File: src/rtl/core/cartridge_bank_controller_macros.svh
// assertion macros for the cartridge bank controller
// no dependencies; taken in by the rtl files that carry assertions
`ifndef CARTRIDGE_BANK_CONTROLLER_MACROS_SVH
`define CARTRIDGE_BANK_CONTROLLER_MACROS_SVH
`ifndef SYNTHESIS
// clocked check, off while reset is asserted
`define CBC_ASSERT(name, clk, rstn, prop) \
  name: assert property (@(posedge clk) disable iff (!rstn) prop) \
    else $error("cbc check failed: %m");
// clocked check that also holds during reset
`define CBC_ASSERT_ALWAYS(name, clk, prop) \
  name: assert property (@(posedge clk) prop) \
    else $error("cbc check failed: %m");
`else
`define CBC_ASSERT(name, clk, rstn, prop)
`define CBC_ASSERT_ALWAYS(name, clk, prop)
`endif
`endif

File: src/rtl/core/cbc_ram.sv
// generic single-port synchronous ram, registered read
// no dependencies
`default_nettype none

module cbc_ram #(
  parameter int DATA_W = 8,
  parameter int DEPTH  = 256,
  localparam int ADDR_W = $clog2(DEPTH)
) (
  input  wire logic              clk,
  input  wire logic              we,
  input  wire logic              re,
  input  wire logic [ADDR_W-1:0] addr,
  input  wire logic [DATA_W-1:0] wdata,
  output logic      [DATA_W-1:0] rdata
);

  logic [DATA_W-1:0] mem [DEPTH];

  always_ff @(posedge clk) begin
    if (we) begin
      mem[addr] <= wdata;
    end
    if (re) begin
      rdata <= mem[addr];
    end
  end

endmodule

`default_nettype wire

File: config.mk
export PLATFORM = sky130hd
export DESIGN_NAME = cbc_ram
export DESIGN_NICKNAME = d
export VERILOG_FILES = /design/src/rtl/core/cartridge_bank_controller_macros.svh /design/src/rtl/core/cbc_ram.sv
export SDC_FILE = /design/constraint.sdc
export NUM_CORES = 2
export LEC_CHECK = 0
export BUFFER_PORTS_ARGS = -buffer_cell sky130_fd_sc_hd__buf_4
export CORE_MARGIN = 4
export CORE_UTILIZATION = 45
export DETAILED_ROUTE_END_ITERATION = 12
export SYNTH_ARGS = -nofsm -noshare
export SYNTH_HDL_FRONTEND = slang
export SYNTH_SLANG_ARGS = --single-unit
File: constraint.sdc
create_clock -name clk -period 5.1 [get_ports clk]
set_clock_uncertainty 0.05 [all_clocks]
set_input_delay 0.51 -clock clk [delete_from_list [all_inputs] [get_ports clk]]
set_output_delay 0.51 -clock clk [all_outputs]
set_load 0.05 [all_outputs]
### After elaboration in Yosys (flattened, before gate mapping)

Memory sizes are Yosys's and may differ from the RTL's. A register that Yosys moved wholly into a read port is not among the register bits.
Cells that the tools add are included.

* bits in latches: 0
* memories kept: 1
* memory bits (writable): 2048
* bits in read-only memories: 0
* input bits: 19
* register bits after elaboration: 0
* output and inout port bits: 8
* word-level logic and storage cells: 3

* shifts and indexed selects: 0
* divide/modulo/power cells: 0
* reductions and logical operators: 0
* add/sub/neg operators: 0
* bitwise gates (word level): 0
* multipliers: 0
* muxes and demuxes: 2
* magnitude comparators: 0
* equal/unequal tests: 0

Memories
* mem: depth 256, bits a word 8, read ports 1, clocked after Yosys merged registers in 1, write ports 1, RTL line cbc_ram.sv:18 `logic [DATA_W-1:0] mem [DEPTH];`

Operator list (count)
* 1-bit 2-to-1 mux: 2

### Longest topological paths before layout

* depth in word-level cells: 2
* depth in mapped cells: 10
* depth with buffers taken out: 5

### Least setup slack after synthesis

Ideal clock, no wire load.

* kind: input-to-reg
* start point: input addr[1]
* end point: memory mem[111][0], enable pin
* slack: 2.321 ns
* library setup time: 0.370 ns
* cell stages on the path: 9
* required time: 4.680 ns
* buffers on the path: 5
* arrival: 2.359 ns
* cell sequence: buf_2 > clkbuf_1 > clkbuf_1 > nand2_1 > buf_2 > nor2_1 > nand2_1 > clkbuf_1 > nor2_1

RTL lines
* start, declared: RTL line cbc_ram.sv:13 `input wire logic [ADDR_W-1:0] addr,`
* end, declared: RTL line cbc_ram.sv:18

Straight into the memory's write port.

==> summary.md <==
| Metric | Value |
|---|---|
| Status | complete, no violations |
| DR WL/cell | 30.6 um |
| Tot GR Track Use | 21.2% |
| Vias/cell | 6.02 |
| LEAKAGE | 27.0 nW |
| Area of the mapped netlist | 78600 um2 |
| Crit path cell chain | buf_8, buf_12, buf_4, mux4_2, a22oi_1, a21oi_1, o41ai_1, nand4_1 |
| CP required | 5.58 ns |
| GR Util met3 | 4.03% |
| CTS tree | built |
| Setup-failing EPs final | 0 |
| Initial antenna violation count | 2 |
| Routed Wire Length | 191000 um |
| CP Class | primary input to register |
| Post-Synth XOR/XNOR Area | 0% |
| CTS buffer count | 199 |
| Worst slew pin tran | 1.19 ns |
| CTS Sinks | 2056 |
| Die width | 426 um |
| H-tree lvl count | 4 |
| Chip height | 426 um |
| Area after DPL | 82700 um2 |
| IO Port Bufs | 26 |
| Worst EP arrival | 4.12 ns |
| Period utilization | 71.4% |
| Ys flop type | edfxtp_1 |
| Asr flop ratio synth | 0% |
| Worst reg2reg setup slack | 2.07 ns |
| Peak supply drop | 282 uV |
| Synth cell types | 21 |
| Post-DRT Antenna Nets | 0 |
| Max FO, Critical Path | 60 |
| Synth Area in Simple Gates | 1.73% |
| Detailed-route DRC error count | 0 |
| Synth area leader | edfxtp_1 |
| Layout Nets | 3768 |
| Slowest stage delay, CP | 1.10 ns |
| Most frequent cells in the layout | 2056 x edfxtp_1, 512 x mux4_2, 256 x a22oi_1 |
| Total grt overflow | 0 |
| Cell row count | 153 |
| Vias | 37500 |
| Fmax | 275 MHz |
| Syn avg cell area | 22.2 um2 |
| Final WS setup | 1.46 ns |
| Area grow syn2layout | 13.1% |
| Max-slew violations | 0 |
| Dpl cells | 5872 |
| Largest family of logic cells by synthesized area | multiplexers |
| Layout cell share with drive strength beyond 1 | 26.4% |
| Vias in the first global route | 38300 |
| Worst Setup Start Kind | primary input |
| Slowest cell on the critical path | o41ai_1 |
| RSZ-0062 raised after global routing | no |
| Post-cts resize count | 0 |
| Setup TNS | 0 ns |
| Min Tclk post-route | 3.64 ns |
| Syn. warnings | 0 |
| Fin cells | 6235 |
| Number of max-cap violations | 0 |
| Fillcell total | 13700 |
| Post-synth EDFFs | 2056 |
| Register bit total from synthesis | 2056 |
| Routability cong. | 0.786 |
| Starting density of the core | 45.2% |
| Post-synth top area share | 78.6% |
| Cells after Synth | 3547 |
| Leading post-synthesis cells by cell area | edfxtp_1 79%, mux4_2 15%, a22oi_1 2.4% |
| 1st-pass router iterations | 7 |
| Slew Limit Headroom | 19.5% |
| Final Hold Viols | 0 |
| First-pass GRT wire length | 277000 um |
| Met1 Track Usage GR | 30.6% |
| Initial DRC count | 4163 |
| Largest net degree at the start of global routing | 147 |
| Worst setup EP type | register |
| Max Buffers Root-to-Sink | 3 |
| Post-Syn Nets | 3566 |
| Placed wire-length estimate | 113000 um |
| Core area | 174000 um2 |
| Critical path's top delay family | compound AO/OA/AOI/OAI gates |
| Pwr/cell area | 386 nW/um2 |
| GR Util met2 | 33.5% |
| Worst Hold Class | primary input to register |
| Worst-skew pair later-pin latency | 0.85 ns |
| Post-Synth Adder-Cell Area | 0% |
| Setup WS pre-CTS | 0.492 ns |
| Gr busiest metal | met2 |
| Setup bufs post-CTS | 0 |
| Compound-Gate Fraction of Synth Area | 3.62% |
| Sequential-to-total area share from yosys stat | 78.6% |
| Full die area | 181000 um2 |
| # diodes | 0 |
| Post-route cell area | 88900 um2 |
| I/O pin total | 27 |
| Buf+Inv Stages, Crit Path | 3 |
| Root buffer cell | clkbuf_16 |
| CTS clk-pin slew, worst paths | 0.06 ns |
| Mux contribution to synthesized area | 14.7% |
| Commonest non-fill, non-tap cell in the layout | edfxtp_1 |
[cell usage after synthesis (7+ instances only)]
library cell  number
nor2b_1            7
a22oi_1          256
nor2_1           232
buf_4             16
mux4_2           512
nand2_1           28
buf_1             19
nand4_1            8
o41ai_1           32
buf_6             16
edfxtp_1        2056
clkbuf_1         145
buf_2             36
nor3_1            30
nand3_1           13
a21oi_1          128
[metrics by stage]
stage	hold WS, ns	utilization [%]	power [mW]
after global routing	0.135	51.1	35.4
final	0.123	51.1	34.3
after global placement	0.856	47.6	20.6
after detailed placement	0.854	47.6	20.7
after CTS	0.135	51.1	34.6
after floorplan	0.559	-	19.9
[kinds of logic after synthesis]
group,Yosys count
DFF,2056
and+or+nand+nor,330
buffers and inverters,233
AOI/OAI and AO/OA,416
muxes,512
[cell type report]
class	count	area, um2	area share [%]
timing repair buffer	233	2200	2.48
sequential	2056	61700	69.5
clock inverter	110	962	1.08
tap	2325	2910	3.27
inverter	1	3.75	0.00422
multi-input combinational	1258	15900	17.8
clock buffer	252	5220	5.87
[power breakdown]
group,total [mW],switching (mW),internal (mW)
clock,14.0,6.19,7.85
combinational,1.61,1.04,0.567
sequential,18.7,0.0227,18.6
total,34.3,7.25,27.1
[worst paths after layout]
kind / depth (start not counted) / startpoint / end
hold reg to reg: 5 / mem[128][2]$_DFFE_PP_ / rdata[2]$_DFFE_PP_
setup reg to reg: 6 / mem[63][4]$_DFFE_PP_ / rdata[4]$_DFFE_PP_
setup / recovery: 8 / addr[0] / rdata[5]$_DFFE_PP_
hold / removal: 1 / wdata[6] / mem[165][6]$_DFFE_PP_
[flip-flops by register name (all words and copies together) (netlist names)]
name and count:
rdata 8, mem 2048
[layer usage]
layer | vias to the layer above | wire, um
li1 | 15500 | -
met4 | 2 | 4590
met3 | 282 | 13900
met5 | - | 13
met2 | 1420 | 92900
met1 | 20300 | 79400
[repair_timing]
| item | 4_1_cts | 5_1_grt |
|---|---|---|
| hold buffers | 1 | 0 |
| endpoints found under the hold margin | 8 | 0 |
| setup endpoints to repair | 0 | 0 |
(Power assumes the default switching activity.)
